--- src/design/brsc_pkg.sv ---
// shared types, constants and coding functions of the byte pair router
`default_nettype none

package brsc_pkg;

  localparam logic MODE_HOST = 1'b0;
  localparam logic MODE_NET  = 1'b1;

  localparam logic DEST_HOST = 1'b0;
  localparam logic DEST_NET  = 1'b1;

  localparam int unsigned HOST_ADDR_TAG = 32;
  localparam logic [7:0] HOST_ADDR_BASE = 8'(HOST_ADDR_TAG * 4);

  localparam int unsigned MAX_SHIFTS = 7;

  typedef struct packed {
    logic       is_err;
    logic [7:0] hi;
    logic [7:0] lo;
  } brsc_cmd_t;

  function automatic logic [6:0] rev7(input logic [6:0] v);
    logic [6:0] r;
    for (int i = 0; i < 7; i++) begin
      r[6-i] = v[i];
    end
    return r;
  endfunction

  function automatic logic [6:0] enc_step(input logic [6:0] t);
    return {t[6] ^ t[0], t[6:1]};
  endfunction

  function automatic logic [6:0] dec_step(input logic [6:0] t);
    return {t[5:0], t[6] ^ t[5]};
  endfunction

  function automatic brsc_cmd_t encode_pair(input logic [1:0] addr, input logic [6:0] data);
    logic [6:0] t;
    logic [2:0] n;
    logic       e;
    brsc_cmd_t  c;
    t = data;
    n = data[4:2];
    e = ^data;
    for (int i = 0; i < MAX_SHIFTS; i++) begin
      if (3'(i) < n) begin
        t = enc_step(t);
      end
    end
    if (e) begin
      t = rev7(t);
    end
    c.is_err = 1'b0;
    c.hi     = {2'b11, addr, t[3:0]};
    c.lo     = {1'b0, e, n, t[6:4]};
    return c;
  endfunction

  function automatic logic [6:0] decode_data(input logic [7:0] hi, input logic [7:0] lo);
    logic [6:0] t;
    logic [2:0] n;
    t = {lo[2:0], hi[3:0]};
    n = lo[5:3];
    if (lo[6]) begin
      t = rev7(t);
    end
    for (int i = 0; i < MAX_SHIFTS; i++) begin
      if (3'(i) < n) begin
        t = dec_step(t);
      end
    end
    return t;
  endfunction

endpackage

`default_nettype wire

--- src/design/byte_pair_router_with_scrambler_core.sv ---
// top level of the byte pair router with scrambler
// an accepted completed pair or misordered byte is written into the command queue and then
//   loaded into the output register, which raises out_valid
// throughput: one input byte per cycle while the command queue has room; results
//   leave at one per cycle from the output register while out_ready is high, a pair giving two bytes
// reset: synchronous, clears pair flags, queue, output valid and node_address to 0
`default_nettype none

module byte_pair_router_with_scrambler_core
  import brsc_pkg::*;
#(
  parameter int QUEUE_DEPTH = 4
) (
  input  wire logic       clk,
  input  wire logic       rst,
  input  wire logic       cfg_valid,
  output logic            cfg_ready,
  input  wire logic [1:0] cfg_data,
  input  wire logic       in_valid,
  output logic            in_ready,
  input  wire logic       mode,
  input  wire logic [7:0] in_byte,
  output logic            out_valid,
  input  wire logic       out_ready,
  output logic            destination,
  output logic [7:0]      out_byte,
  output logic            last,
  output logic            order_error
);

  logic       cfg_write;
  logic [1:0] node_address;
  logic       push_valid;
  logic       push_ready;
  brsc_cmd_t  push_cmd;
  logic       q_valid;
  logic       q_ready;
  brsc_cmd_t  q_cmd;

  assign cfg_ready = 1'b1;
  assign cfg_write = cfg_valid && cfg_ready;

  always_ff @(posedge clk) begin
    if (rst) begin
      node_address <= '0;
    end else if (cfg_write) begin
      node_address <= cfg_data;
    end
  end

  brsc_front u_front (
    .clk        (clk),
    .rst        (rst),
    .in_valid   (in_valid),
    .in_ready   (in_ready),
    .mode       (mode),
    .in_byte    (in_byte),
    .push_valid (push_valid),
    .push_ready (push_ready),
    .push_cmd   (push_cmd)
  );

  brsc_queue #(
    .DEPTH (QUEUE_DEPTH)
  ) u_queue (
    .clk        (clk),
    .rst        (rst),
    .push_valid (push_valid),
    .push_ready (push_ready),
    .push_cmd   (push_cmd),
    .pop_valid  (q_valid),
    .pop_ready  (q_ready),
    .pop_cmd    (q_cmd)
  );

  brsc_back u_back (
    .clk          (clk),
    .rst          (rst),
    .node_address (node_address),
    .q_valid      (q_valid),
    .q_ready      (q_ready),
    .q_cmd        (q_cmd),
    .out_valid    (out_valid),
    .out_ready    (out_ready),
    .destination  (destination),
    .out_byte     (out_byte),
    .last         (last),
    .order_error  (order_error)
  );

endmodule

`default_nettype wire

--- src/design/brsc_front.sv ---
// front end: pair assembly per port, host pair encoding, error detection
`default_nettype none

module brsc_front
  import brsc_pkg::*;
(
  input  wire logic      clk,
  input  wire logic      rst,
  input  wire logic      in_valid,
  output logic           in_ready,
  input  wire logic      mode,
  input  wire logic [7:0] in_byte,
  output logic           push_valid,
  input  wire logic      push_ready,
  output brsc_cmd_t      push_cmd
);

  logic       host_expect_data, host_expect_data_next;
  logic [1:0] host_held_address, host_held_address_next;
  logic       net_expect_low, net_expect_low_next;
  logic [7:0] net_held_high, net_held_high_next;
  logic       accept;
  logic       top_bit;
  brsc_cmd_t  err_cmd;

  assign in_ready = push_ready;
  assign accept   = in_valid && in_ready;
  assign top_bit  = in_byte[7];

  always_comb begin
    err_cmd        = '0;
    err_cmd.is_err = 1'b1;
  end

  always_comb begin
    host_expect_data_next  = host_expect_data;
    host_held_address_next = host_held_address;
    net_expect_low_next    = net_expect_low;
    net_held_high_next     = net_held_high;
    push_valid             = 1'b0;
    push_cmd               = err_cmd;
    if (accept) begin
      if (mode == MODE_HOST) begin
        if (!host_expect_data) begin
          if (!top_bit) begin
            push_valid = 1'b1;
          end else begin
            host_held_address_next = in_byte[1:0];
            host_expect_data_next  = 1'b1;
          end
        end else if (top_bit) begin
          push_valid = 1'b1;
        end else begin
          push_valid            = 1'b1;
          push_cmd              = encode_pair(host_held_address, in_byte[6:0]);
          host_expect_data_next = 1'b0;
        end
      end else begin
        if (!net_expect_low) begin
          if (!top_bit) begin
            push_valid = 1'b1;
          end else begin
            net_held_high_next  = in_byte;
            net_expect_low_next = 1'b1;
          end
        end else if (top_bit) begin
          push_valid = 1'b1;
        end else begin
          push_valid          = 1'b1;
          push_cmd.is_err     = 1'b0;
          push_cmd.hi         = net_held_high;
          push_cmd.lo         = in_byte;
          net_expect_low_next = 1'b0;
        end
      end
    end
  end

  always_ff @(posedge clk) begin
    if (rst) begin
      host_expect_data <= 1'b0;
      net_expect_low   <= 1'b0;
    end else begin
      host_expect_data <= host_expect_data_next;
      net_expect_low   <= net_expect_low_next;
    end
    host_held_address <= host_held_address_next;
    net_held_high     <= net_held_high_next;
  end

  a_push_has_room: assert property (@(posedge clk) disable iff (rst)
    push_valid |-> push_ready)
    else $error("front pushed into a full queue");

  a_pair_clears_host: assert property (@(posedge clk) disable iff (rst)
    (accept && mode == MODE_HOST && host_expect_data && !top_bit) |=> !host_expect_data)
    else $error("host pair state not cleared after data byte");

  a_net_first_no_push: assert property (@(posedge clk) disable iff (rst)
    (accept && mode == MODE_NET && !net_expect_low && top_bit) |-> !push_valid)
    else $error("network high byte produced a transaction");

endmodule

`default_nettype wire

--- src/design/brsc_queue.sv ---
// short command queue between front end and back end
`default_nettype none

module brsc_queue
  import brsc_pkg::*;
#(
  parameter int DEPTH = 4
) (
  input  wire logic      clk,
  input  wire logic      rst,
  input  wire logic      push_valid,
  output logic           push_ready,
  input  wire brsc_cmd_t push_cmd,
  output logic           pop_valid,
  input  wire logic      pop_ready,
  output brsc_cmd_t      pop_cmd
);

  localparam int PTR_W = $clog2(DEPTH);
  localparam int CNT_W = $clog2(DEPTH + 1);

  brsc_cmd_t        mem [DEPTH];
  logic [PTR_W-1:0] wr_ptr;
  logic [PTR_W-1:0] rd_ptr;
  logic [CNT_W-1:0] count;
  logic             push;
  logic             pop;

  assign push_ready = (count != CNT_W'(DEPTH));
  assign pop_valid  = (count != '0);
  assign push       = push_valid && push_ready;
  assign pop        = pop_valid && pop_ready;
  assign pop_cmd    = mem[rd_ptr];

  always_ff @(posedge clk) begin
    if (push) begin
      mem[wr_ptr] <= push_cmd;
    end
  end

  always_ff @(posedge clk) begin
    if (rst) begin
      wr_ptr <= '0;
      rd_ptr <= '0;
      count  <= '0;
    end else begin
      if (push) begin
        wr_ptr <= (wr_ptr == PTR_W'(DEPTH - 1)) ? '0 : wr_ptr + 1'b1;
      end
      if (pop) begin
        rd_ptr <= (rd_ptr == PTR_W'(DEPTH - 1)) ? '0 : rd_ptr + 1'b1;
      end
      if (push && !pop) begin
        count <= count + 1'b1;
      end else if (pop && !push) begin
        count <= count - 1'b1;
      end
    end
  end

  a_count_bound: assert property (@(posedge clk) disable iff (rst)
    count <= CNT_W'(DEPTH))
    else $error("queue count beyond depth");

  a_count_up: assert property (@(posedge clk) disable iff (rst)
    (push && !pop) |=> count == $past(count) + 1'b1)
    else $error("queue count did not follow push");

  a_empty_ptrs: assert property (@(posedge clk) disable iff (rst)
    (count == '0) |-> (wr_ptr == rd_ptr))
    else $error("empty queue with pointers apart");

endmodule

`default_nettype wire

--- src/design/brsc_back.sv ---
// back end: routing, decoding and the output register
`default_nettype none

module brsc_back
  import brsc_pkg::*;
(
  input  wire logic      clk,
  input  wire logic      rst,
  input  wire logic [1:0] node_address,
  input  wire logic      q_valid,
  output logic           q_ready,
  input  wire brsc_cmd_t q_cmd,
  output logic           out_valid,
  input  wire logic      out_ready,
  output logic           destination,
  output logic [7:0]     out_byte,
  output logic           last,
  output logic           order_error
);

  logic       pend_valid, pend_valid_next;
  logic       pend_dest, pend_dest_next;
  logic [7:0] pend_byte, pend_byte_next;
  logic       out_valid_next;
  logic       destination_next;
  logic [7:0] out_byte_next;
  logic       last_next;
  logic       order_error_next;
  logic       load;
  logic       match;
  logic [1:0] pair_addr;

  assign load      = !out_valid || out_ready;
  assign q_ready   = load && !pend_valid;
  assign pair_addr = q_cmd.hi[5:4];
  assign match     = (pair_addr == node_address);

  always_comb begin
    out_valid_next   = out_valid;
    destination_next = destination;
    out_byte_next    = out_byte;
    last_next        = last;
    order_error_next = order_error;
    pend_valid_next  = pend_valid;
    pend_dest_next   = pend_dest;
    pend_byte_next   = pend_byte;
    if (load) begin
      if (pend_valid) begin
        out_valid_next   = 1'b1;
        destination_next = pend_dest;
        out_byte_next    = pend_byte;
        last_next        = 1'b1;
        order_error_next = 1'b0;
        pend_valid_next  = 1'b0;
      end else if (q_valid) begin
        out_valid_next = 1'b1;
        if (q_cmd.is_err) begin
          destination_next = DEST_HOST;
          out_byte_next    = '0;
          last_next        = 1'b1;
          order_error_next = 1'b1;
        end else begin
          last_next        = 1'b0;
          order_error_next = 1'b0;
          pend_valid_next  = 1'b1;
          if (match) begin
            destination_next = DEST_HOST;
            out_byte_next    = HOST_ADDR_BASE | {6'b0, pair_addr};
            pend_dest_next   = DEST_HOST;
            pend_byte_next   = {1'b0, decode_data(q_cmd.hi, q_cmd.lo)};
          end else begin
            destination_next = DEST_NET;
            out_byte_next    = q_cmd.hi;
            pend_dest_next   = DEST_NET;
            pend_byte_next   = q_cmd.lo;
          end
        end
      end else begin
        out_valid_next = 1'b0;
      end
    end
  end

  always_ff @(posedge clk) begin
    if (rst) begin
      out_valid  <= 1'b0;
      pend_valid <= 1'b0;
    end else begin
      out_valid  <= out_valid_next;
      pend_valid <= pend_valid_next;
    end
    destination <= destination_next;
    out_byte    <= out_byte_next;
    last        <= last_next;
    order_error <= order_error_next;
    pend_dest   <= pend_dest_next;
    pend_byte   <= pend_byte_next;
  end

  a_pend_behind_first: assert property (@(posedge clk) disable iff (rst)
    pend_valid |-> (out_valid && !last && !order_error))
    else $error("second result pending without its first shown");

  a_err_shape: assert property (@(posedge clk) disable iff (rst)
    (out_valid && order_error) |-> (last && out_byte == 8'h00 && destination == DEST_HOST))
    else $error("malformed error transaction");

  a_same_dest: assert property (@(posedge clk) disable iff (rst)
    pend_valid |-> (pend_dest == destination))
    else $error("pair results routed to different ports");

endmodule

`default_nettype wire

--- config.mk ---
export PLATFORM = sky130hd
export DESIGN_NAME = byte_pair_router_with_scrambler_core
export DESIGN_NICKNAME = d
export VERILOG_FILES = /design/src/design/brsc_pkg.sv /design/src/design/byte_pair_router_with_scrambler_core.sv /design/src/design/brsc_front.sv /design/src/design/brsc_queue.sv /design/src/design/brsc_back.sv
export SDC_FILE = /design/constraint.sdc
export NUM_CORES = 1
export LEC_CHECK = 0
export BUFFER_PORTS_ARGS = -buffer_cell sky130_fd_sc_hd__clkbuf_2
export CAP_MARGIN = 20
export CELL_PAD_IN_SITES_DETAIL_PLACEMENT = 1
export CELL_PAD_IN_SITES_GLOBAL_PLACEMENT = 2
export CORE_ASPECT_RATIO = 2
export CORE_MARGIN = 2
export CORE_UTILIZATION = 39
export CTS_CLUSTER_SIZE = 14
export DETAILED_ROUTE_END_ITERATION = 8
export PLACE_DENSITY_LB_ADDON = 0.1
export SYNTH_ARGS = -nofsm -noshare
export SYNTH_HDL_FRONTEND = slang
export SYNTH_SLANG_ARGS = --single-unit
export TNS_END_PERCENT = 30
--- constraint.sdc ---
create_clock -name clk -period 2.8 [get_ports clk]
set_clock_uncertainty 0.15 [all_clocks]
set_input_delay 0.56 -clock clk [delete_from_list [all_inputs] [get_ports clk]]
set_output_delay 0.56 -clock clk [all_outputs]
set_load 0.01 [all_outputs]
### Yosys cells after proc, flatten, opt, wreduce, memory -nomap -nowiden

Memories as Yosys holds them, arrays and structs flattened. A register that Yosys moved wholly into a read port is not among the register bits.
Cells that the tools add are included.

| word-level totals | value |
|---|---|
| flip-flop bits (word level) | 42 |
| bits in writable memories | 68 |
| output and inout bits | 14 |
| logic and storage cells | 191 |
| memories | 1 |

Memory list:

| memory | depth | bits a word | rd ports | clocked after Yosys merged registers in | wr ports | RTL line | text |
|---|---|---|---|---|---|---|---|
| u_queue.mem | 4 | 17 | 1 | 1 | 1 | brsc_queue.sv:22 | `brsc_cmd_t mem [DEPTH];` |

| operators by class | value |
|---|---|
| add/sub/neg operators | 4 |
| $lt $le $gt $ge | 14 |
| eq/ne operators | 4 |
| muxes and demuxes | 111 |
| bitwise operators | 19 |
| reduce and logical (&&, ||, !) cells | 21 |

Operator list:

| kind | count |
|---|---|
| 7-bit 2-to-1 mux | 76 |
| 17-bit 2-to-1 mux | 6 |
| 8-bit 2-to-1 mux | 4 |
| 1-bit 2-to-1 mux | 19 |
| 3-bit < comparator, first input constant | 6 |
| 1-bit bitwise XOR | 14 |
| 1-bit by 3-bit < comparator with 1-bit output, first input constant | 4 |
| 2-bit by 3-bit < comparator with 1-bit output, first input constant | 4 |
| 4-bit AND reduction | 3 |
| 2-bit 2-to-1 mux | 4 |
| 7-bit XOR reduction | 1 |
| 1-bit logical AND | 6 |
| 3-bit 2-to-1 mux | 2 |
| 2-bit AND reduction | 3 |
| 1-bit NOT | 5 |
| 2-bit by 1-bit adder with 2-bit output, second input constant | 2 |
| 2-bit == test, second input constant | 2 |
| 1-bit zero test | 4 |
| 2-bit nonzero test | 2 |
| 3-bit by 1-bit adder with 3-bit output, second input constant | 1 |
| 3-bit inequality test, second input constant | 1 |
| 3-bit nonzero test | 1 |
| 3-bit by 1-bit subtractor with 3-bit output, second input constant | 1 |
| 2-bit == test | 1 |
| 1-bit logical OR | 1 |

### Logic depth before layout (Yosys ltp)

Gate-level depths: netlist (run 1).

| logic depth | value |
|---|---|
| word-level depth | 51 |
| gate-level depth with buffers | 9 |
| depth with buffers taken out | 9 |

### Modules after synthesis

Synthesis (run 1) repeated with hierarchy kept, for this count alone.

| unflattened totals | value |
|---|---|
| cells, all modules | 512 |
| area total of the unflattened synthesis | 6,229.7 µm² |

By module, submodules not included:

| module | instances | cells an instance | area each (µm²) | sequential area each (µm²) |
|---|---|---|---|---|
| brsc_queue | 1 | 137 | 2,930.3 | 2,222.1 |
| brsc_back | 1 | 194 | 1,880.6 | 640.6 |
| brsc_front | 1 | 173 | 1,340.0 | 310.3 |
| byte_pair_router_with_scrambler_core | 1 | 8 | 78.8 | 40.0 |

### Worst setup path after synthesis (run 1)

OpenSTA, ideal clock, no wires.

| timing | value |
|---|---|
| path type | reg2reg |
| start point | reg (tool-made name) |
| end point | reg u_back.pend_byte[0] (data pin) |
| data arrival time | 2.186 ns |
| required time | 2.381 ns |
| path slack | 0.195 ns |
| stages on the path, launching flop included | 9 |
| buffers on the path | 2 |
| clock period less this slack | 2.605 ns |
| cell sequence | dfxtp_1 -> buf_6 -> buf_6 -> mux4_2 -> xor2_1 -> mux2i_1 -> mux2_2 -> o31ai_1 -> a31oi_1 |

RTL lines:

| item | RTL line | text |
|---|---|---|
| end signal: assignment | brsc_back.sv:97 | `pend_byte <= pend_byte_next;` |
| end: declaration | brsc_back.sv:23 | `logic [7:0] pend_byte, pend_byte_next;` |

==> flow_summary.toml, run 1 <==
[synth]
synth-seq-cells = 107
synth_top_family_by_area = "multiplexers"
postSynthNetCount = 470
yosys_warnings = 0
ys_top_cells_by_area = "edfxtp_1 49%, mux4_2 6.4%, dfxtp_1 5.3%, mux2i_1 3.2%, xnor2_1 2.6%"
synth.avg_cell_area_um2 = 12.57
synth.most_common_cell = "edfxtp_1"
synthFlopType = "edfxtp_1"
synth_cell_type_count = 66
ys_async_sr_fraction_pct = 0
synth-edff-count = 92
synthCells = 447
yosysTopAreaCellShare_pct = 49.16
syn_area_um2 = 5619
synth_compound_area_share_pct = 11.51
synthMuxAreaShare_pct = 12.83
ys_seq_area_share_pct = 54.51
synth_area_leader_cell = "edfxtp_1"
synthSimpleGateAreaFrac_pct = 10.73
synth_fa_ha_area_share_pct = 1.692
synthXorXnorAreaFrac_pct = 5.144
synth_common_cells = "92 x edfxtp_1, 36 x nor2_1, 26 x nand2_1, 20 x o21ai_0"

[place]
io_buffers = 28
dp_hpwl_mm = 10.45
gp_congestion = 0.8218

[routing]
routed_wl_mm = 13.90
drt_first_iter_violations = 151
dr.pass1.iters = 4
vias_per_cell = 5.384
drcViolationCount = 0
vias = 3839
antenna_left = 0
drt-wirelength-per-cell_um = 19.49

[die]
die_x_um = 88.88
rows = 62
start_util_pct = 39.58
die_h_um = 173.8
num_io_pins = 30
core_um2 = 14200
die-area_um2 = 15440

[sta]
post-route-period-util_pct = 96.12
setup_violations = 0
fmax_mhz = 371.6
slew_headroom_pct = 47.68
rsz0062_at_grt = "no"
worst_slew_pin_slew_ns = 0.7831
whs_ns = 0.3010
min_period_ns = 2.691
hold_viol_final = 0
slew_viol_final = 0

[critical_path]
start_kind = "register"
end_kind = "register"
cp_cell_sequence = "buf_12 -> mux4_2 -> mux2i_4 -> and3b_1 -> mux2_4 -> o31ai_2 -> a31oi_1"
cp_slowest_stage_delay_ns = 0.69
worstSetupPathType = "reg -> reg"
r2r_slack_ns = 0.11
cp_max_fo = 11
cp.required_ns = 2.74
cp.arrival_ns = 2.63
crit_slowest_cell = "mux4_2"

[clocking]
numCtsBuffers = 9
hold_buffers = 0
cts.sinks = 107
path_clk_slew_ns = 0.08
root_buffer = "clkbuf_16"
tritoncts = "yes"
cts_max_path_buffers = 2
clk_latency_ns = 0.35
htree_num_levels = 3

[grt]
grt_pass1_vias = 4070
grt_max_degree = 20
grt_usage_pct = 19.27
grt_pass1_wl_mm = 22.54
gr-total-overflow = 0
antenna_found_initial = 0

[pwr]
irDropWorstVdd_mv = 0.5017
p_per_area_nw_per_um2 = 964.6
p_leak_nw = 2.410
power_w = 0.006399

[final_layout]
seqCellArea_um2 = 3064
diodes = 0
final_nets = 539
syn_to_final_growth_pct = 18.06
nFillCells = 1528
drive_gt1_share_pct = 27.26
multi_input_area_um2 = 2374
utilization_pct = 46.73

[status]
outcome = "finished, final reports clean"

[worst_hold_path]
hold_class = "in -> reg"

[flow_run]
drv_cap = 0
-- path summary, 6_finish.rpt --
| check | from | endpoint | depth (start not counted) |
|---|---|---|---|
| setup / recovery | register | u_back.pend_byte[0]$_DFFE_PP_ | 7 |
| hold / removal | cfg_data[0] | node_address[0]$_SDFFE_PP0P_ | 3 |
| setup reg to reg | register | u_back.pend_byte[0]$_DFFE_PP_ | 7 |
| hold reg to reg | u_back.pend_dest$_DFFE_PP_ | u_back.destination$_DFFE_PP_ | 1 |
-- kinds of logic after synthesis --
logic type,Yosys count
XOR/XNOR,29
adder cells (fa/ha/maj),7
multiplexers,46
buffers and inverters,44
AND/OR/NAND/NOR,119
AO/OA/AOI/OAI,94
other,1
flip-flops,107
-- sequential cells by signal (all words and copies together) (netlist names), 3 cells and up, named ones only --
register               cells
u_queue.mem               64
u_back.pend_byte           7
u_front.net_held_high      7
u_back.out_byte            8
u_queue.count              3
-- report_power, final --
group          internal [W]  leakage, nW  switching, W
logic               0.00141         1.31       0.00168
registers           0.00201        0.957     0.0000885
clock network      0.000623        0.140      0.000594
-- routing by layer --
metal  vias up  wire length, µm  track usage, %  part of all wire [%]
met3        19              261           2.238                   1.9
met2        48             7505           33.15                    54
met1      1941             5865           24.77                    42
li1       1831                -               -                     -
met5         -                0               0                     0
met4         0              262           6.061                   1.9
-- stage by stage --
step	TNS (ns)	setup WS [ns]	std cells	area, µm²
after floorplan	0	0.1954	447	5619
after global placement	-0.01058	-0.01058	690	6274
after detailed placement	-0.02462	-0.02462	690	6274
after CTS	0	0.002854	706	6568
after global routing	0	0.001207	713	6634
final	0	0.1087	713	6634
-- placed cells by master, fill, tap and decap left out, types with 10 or more instances in the layout --
cell type  Yosys  layout
edfxtp_1      92      92
nor2_1        36      35
mux4_2        16      16
nand2_1       26      26
a22o_1        10      10
o21ai_0       20      18
dfxtp_1       15      14
clkbuf_2       0      29
xnor2_1       17      17
inv_1         14      14
buf_4          1      53
a21oi_1       18      17
mux2i_1       18      18
-- layout make-up --
cell class	count	area share, %
clock buffers	10	3.452
clock inverters	6	0.8676
well taps	192	3.621
flip-flops and latches	107	46.19
repair buffers	87	9.242
inverters	15	0.8487
multi-input cells	296	35.78
-- repair_timing --
| action | CTS | global route |
|---|---|---|
| buffers inserted | 0 | 5 |
| pin swaps | 0 | 3 |
| setup endpoints to repair | 1 | 6 |
| gates resized for setup | 3 | 6 |
-- critical path: cells and delay by family (launching register included) --
family,cells,cell delay (ns)
compound gates,2,0.36
simple gates,1,0.19
flops,1,0.36
buf+inv,1,0.15
mux,3,1.23
No activity file was read; power rests on OpenSTA's default activity.
==> inputs of run 2 (changes only) <==
ABC_AREA = 1   (was default)
CORE_UTILIZATION = 34   (was 39)
==> run 2 against run 1 <==
  * Synthesized cell count increased by 65%
  * Area after synthesis up 8.4%
  * First-iteration DRC count rose by 11%
  * Design area rose by 20%
  * Die area rose by 23%
  * Routed wire length rose by 37%
  * Critical path depth is 14 higher
  * Critical endpoint unchanged
==> flow_summary.toml, run 2 <==
[place]
io_buffers = 28
gp_congestion = 0.8622
dp_cells = 1048
dp_hpwl_mm = 15.55
dpl_cell_area_um2 = 7077
post-place-ws_ns = -0.4415

[final_layout]
utilization_pct = 45.13
drive_gt1_share_pct = 31.25
reg_top3 = "u_queue.mem: 64 flops, u_back.out_byte: 8 flops"
final_common_cell = "nand2_1"
syn_to_final_growth_pct = 31.15
final_nets = 882
stdcell_count = 1077
diodes = 0
fin_area_um2 = 7986
largest_reg_flops = 64
mostFrequentLayoutCells = "217 x nand2_1, 92 x edfxtp_1, 90 x buf_4"
top_register = "u_queue.mem"
nFillCells = 2086

[sta]
slew_viol_final = 0
post-route-period-util_pct = 96.92
hold_viol_final = 0
min_period_ns = 2.714
layout_setup_ws_ns = 0.08614
whs_ns = 0.2844
setup_violations = 0
fmax_mhz = 368.5
worst_slew_pin_slew_ns = 0.5546
rsz0062_at_grt = "yes"
slew_headroom_pct = 62.89

[synth]
yosys_warnings = 0
yosysTopAreaCellShare_pct = 45.37
synth.avg_cell_area_um2 = 8.274
synth-edff-count = 92
synth_area_leader_cell = "edfxtp_1"
ys_async_sr_fraction_pct = 0
ys_top_cells_by_area = "edfxtp_1 45%, nand2_1 16%, nand3_1 6.2%, dfxtp_1 4.9%, inv_1 3.6%"
syn_area_um2 = 6090
synth_cell_type_count = 44
synthCells = 736
synthFlopType = "edfxtp_1"
synth_common_cells = "261 x nand2_1, 92 x edfxtp_1, 76 x nand3_1, 58 x inv_1, 55 x nor2_1"
synth.most_common_cell = "nand2_1"
postSynthNetCount = 759
ys_seq_area_share_pct = 50.30
synth-seq-cells = 107

[critical_path]
crit_cells = 21
cp_cell_sequence = "inv_8 -> buf_12 -> nand2_2 -> nand3_2 -> nand2_4 -> nand2_4 -> nor2_8 -> buf_6 -> nand2_1 -> nand2_4 -> nand2_4 -> nand3_4 -> nand3_4 -> nand3_4 -> nand2_2 -> nand2_1 -> nand2_1 -> nand2_1 -> nor2_1 -> nor2_1 -> nor2_1"
end_kind = "register"
cp.required_ns = 2.77
crit_slowest_cell = "dfxtp_4"
r2r_slack_ns = 0.09
path_delay_family = "simple AND/OR/NAND/NOR gates"
ff2ff_path_depth = 21
cp_slowest_stage_delay_ns = 0.44
worstSetupPathType = "reg -> reg"
cp.arrival_ns = 2.68
cp_max_fo = 9
start_kind = "register"
crit_buf_inv = 3

[routing]
dr.pass1.iters = 4
drt-wirelength-per-cell_um = 17.63
drt_first_iter_violations = 167
vias = 5430
routed_wl_mm = 18.98
drcViolationCount = 0
vias_per_cell = 5.042
antenna_left = 0

[die]
rows = 69
core_um2 = 17700
num_io_pins = 30
die-area_um2 = 19060
die_h_um = 193.3
die_x_um = 98.63
start_util_pct = 34.41

[clocking]
root_buffer = "clkbuf_16"
htree_num_levels = 3
numCtsBuffers = 9
clk_latency_ns = 0.36
path_clk_slew_ns = 0.07
cts_max_path_buffers = 2
cts.sinks = 107
tritoncts = "yes"
hold_buffers = 0

[pwr]
p_leak_nw = 3.453
p_per_area_nw_per_um2 = 1384
irDropWorstVdd_mv = 0.4212

[grt]
grt_pass1_vias = 5889
grt_max_degree = 20
antenna_found_initial = 0
grt_usage_pct = 20.39
gr-total-overflow = 0
grt_pass1_wl_mm = 30.11

[flow_run]
drv_cap = 0

[worst_hold_path]
hold_class = "in -> reg"
whs_path_depth = 1

[status]
outcome = "finished, final reports clean"
-- run 2: logic make-up after synthesis --
family / count (synthesis) / share of synthesized area, %
xor gates and xnor gates: 10 / 1.562
other: 1 / 0.06158
and+or+nand+nor: 427 / 30.90
muxes: 1 / 0.1644
AOI/OAI and AO/OA: 97 / 9.328
buffers and inverters: 86 / 6.123
DFF: 107 / 50.30
adders and majority gates: 7 / 1.562
-- run 2: where the power goes --
group	leakage, nW	switching [W]	internal, W	total, W
registers	0.895	0.000135	0.00214	0.00228
logic	2.42	0.00468	0.00287	0.00755
clock network	0.143	0.000592	0.000623	0.00122
-- run 2: final timing paths --
path | from | to
setup / recovery | register | u_back.pend_byte[0]$_DFFE_PP_
hold / removal | in_byte[2] | u_front.net_held_high[2]$_DFFE_PP_
hold reg to reg | node_address[0]$_SDFFE_PP0P_ | node_address[0]$_SDFFE_PP0P_
setup reg to reg | register | u_back.pend_byte[0]$_DFFE_PP_
-- run 2: stage by stage --
stage                     total power (W)  TNS (ns)
after floorplan                  0.005964         0
after global placement           0.008381    -4.227
after detailed placement         0.008491    -6.334
after CTS                        0.009781         0
after global routing              0.01197   -0.2522
final                             0.01105         0
-- run 2: layer usage --
layer | GRT usage, % | vias up | wire length, µm
met5 | 0 | - | 0
met4 | 10.91 | 0 | 1034
met3 | 2.132 | 41 | 253
met2 | 42.53 | 63 | 11820
met1 | 17.85 | 2608 | 5878
li1 | - | 2718 | -
-- run 2: what timing repair did --
action / in CTS / in global routing
gates resized for setup: 10 / 122
endpoints found under the hold margin: 0 / 0
pin swaps: 0 / 41
cloned: 0 / 2
buffers inserted: 1 / 10
setup endpoints to repair: 7 / 15
-- run 2: final cells by class --
cell class | count | area [µm²] | share of cell area (%)
clock buffer | 10 | 229.0 | 2.867
tap | 213 | 266.5 | 3.337
inverter | 68 | 267.8 | 3.353
clock inverter | 6 | 57.56 | 0.7207
timing repair buffer | 129 | 974.7 | 12.20
sequential | 107 | 3067 | 38.40
multi-input combinational | 544 | 3124 | 39.12
-- run 2: worst reg2reg max path, cell delays in order (launching register included) --
cell	delay, ns
dfxtp_4	0.44
inv_8	0.08
buf_12	0.14
nand2_2	0.06
nand3_2	0.08
nand2_4	0.12
nand2_4	0.08
nor2_8	0.16
buf_6	0.13
nand2_1	0.08
nand2_4	0.10
nand2_4	0.08
nand3_4	0.16
nand3_4	0.10
nand3_4	0.11
nand2_2	0.05
nand2_1	0.06
nand2_1	0.05
nand2_1	0.05
nor2_1	0.04
nor2_1	0.10
nor2_1	0.05
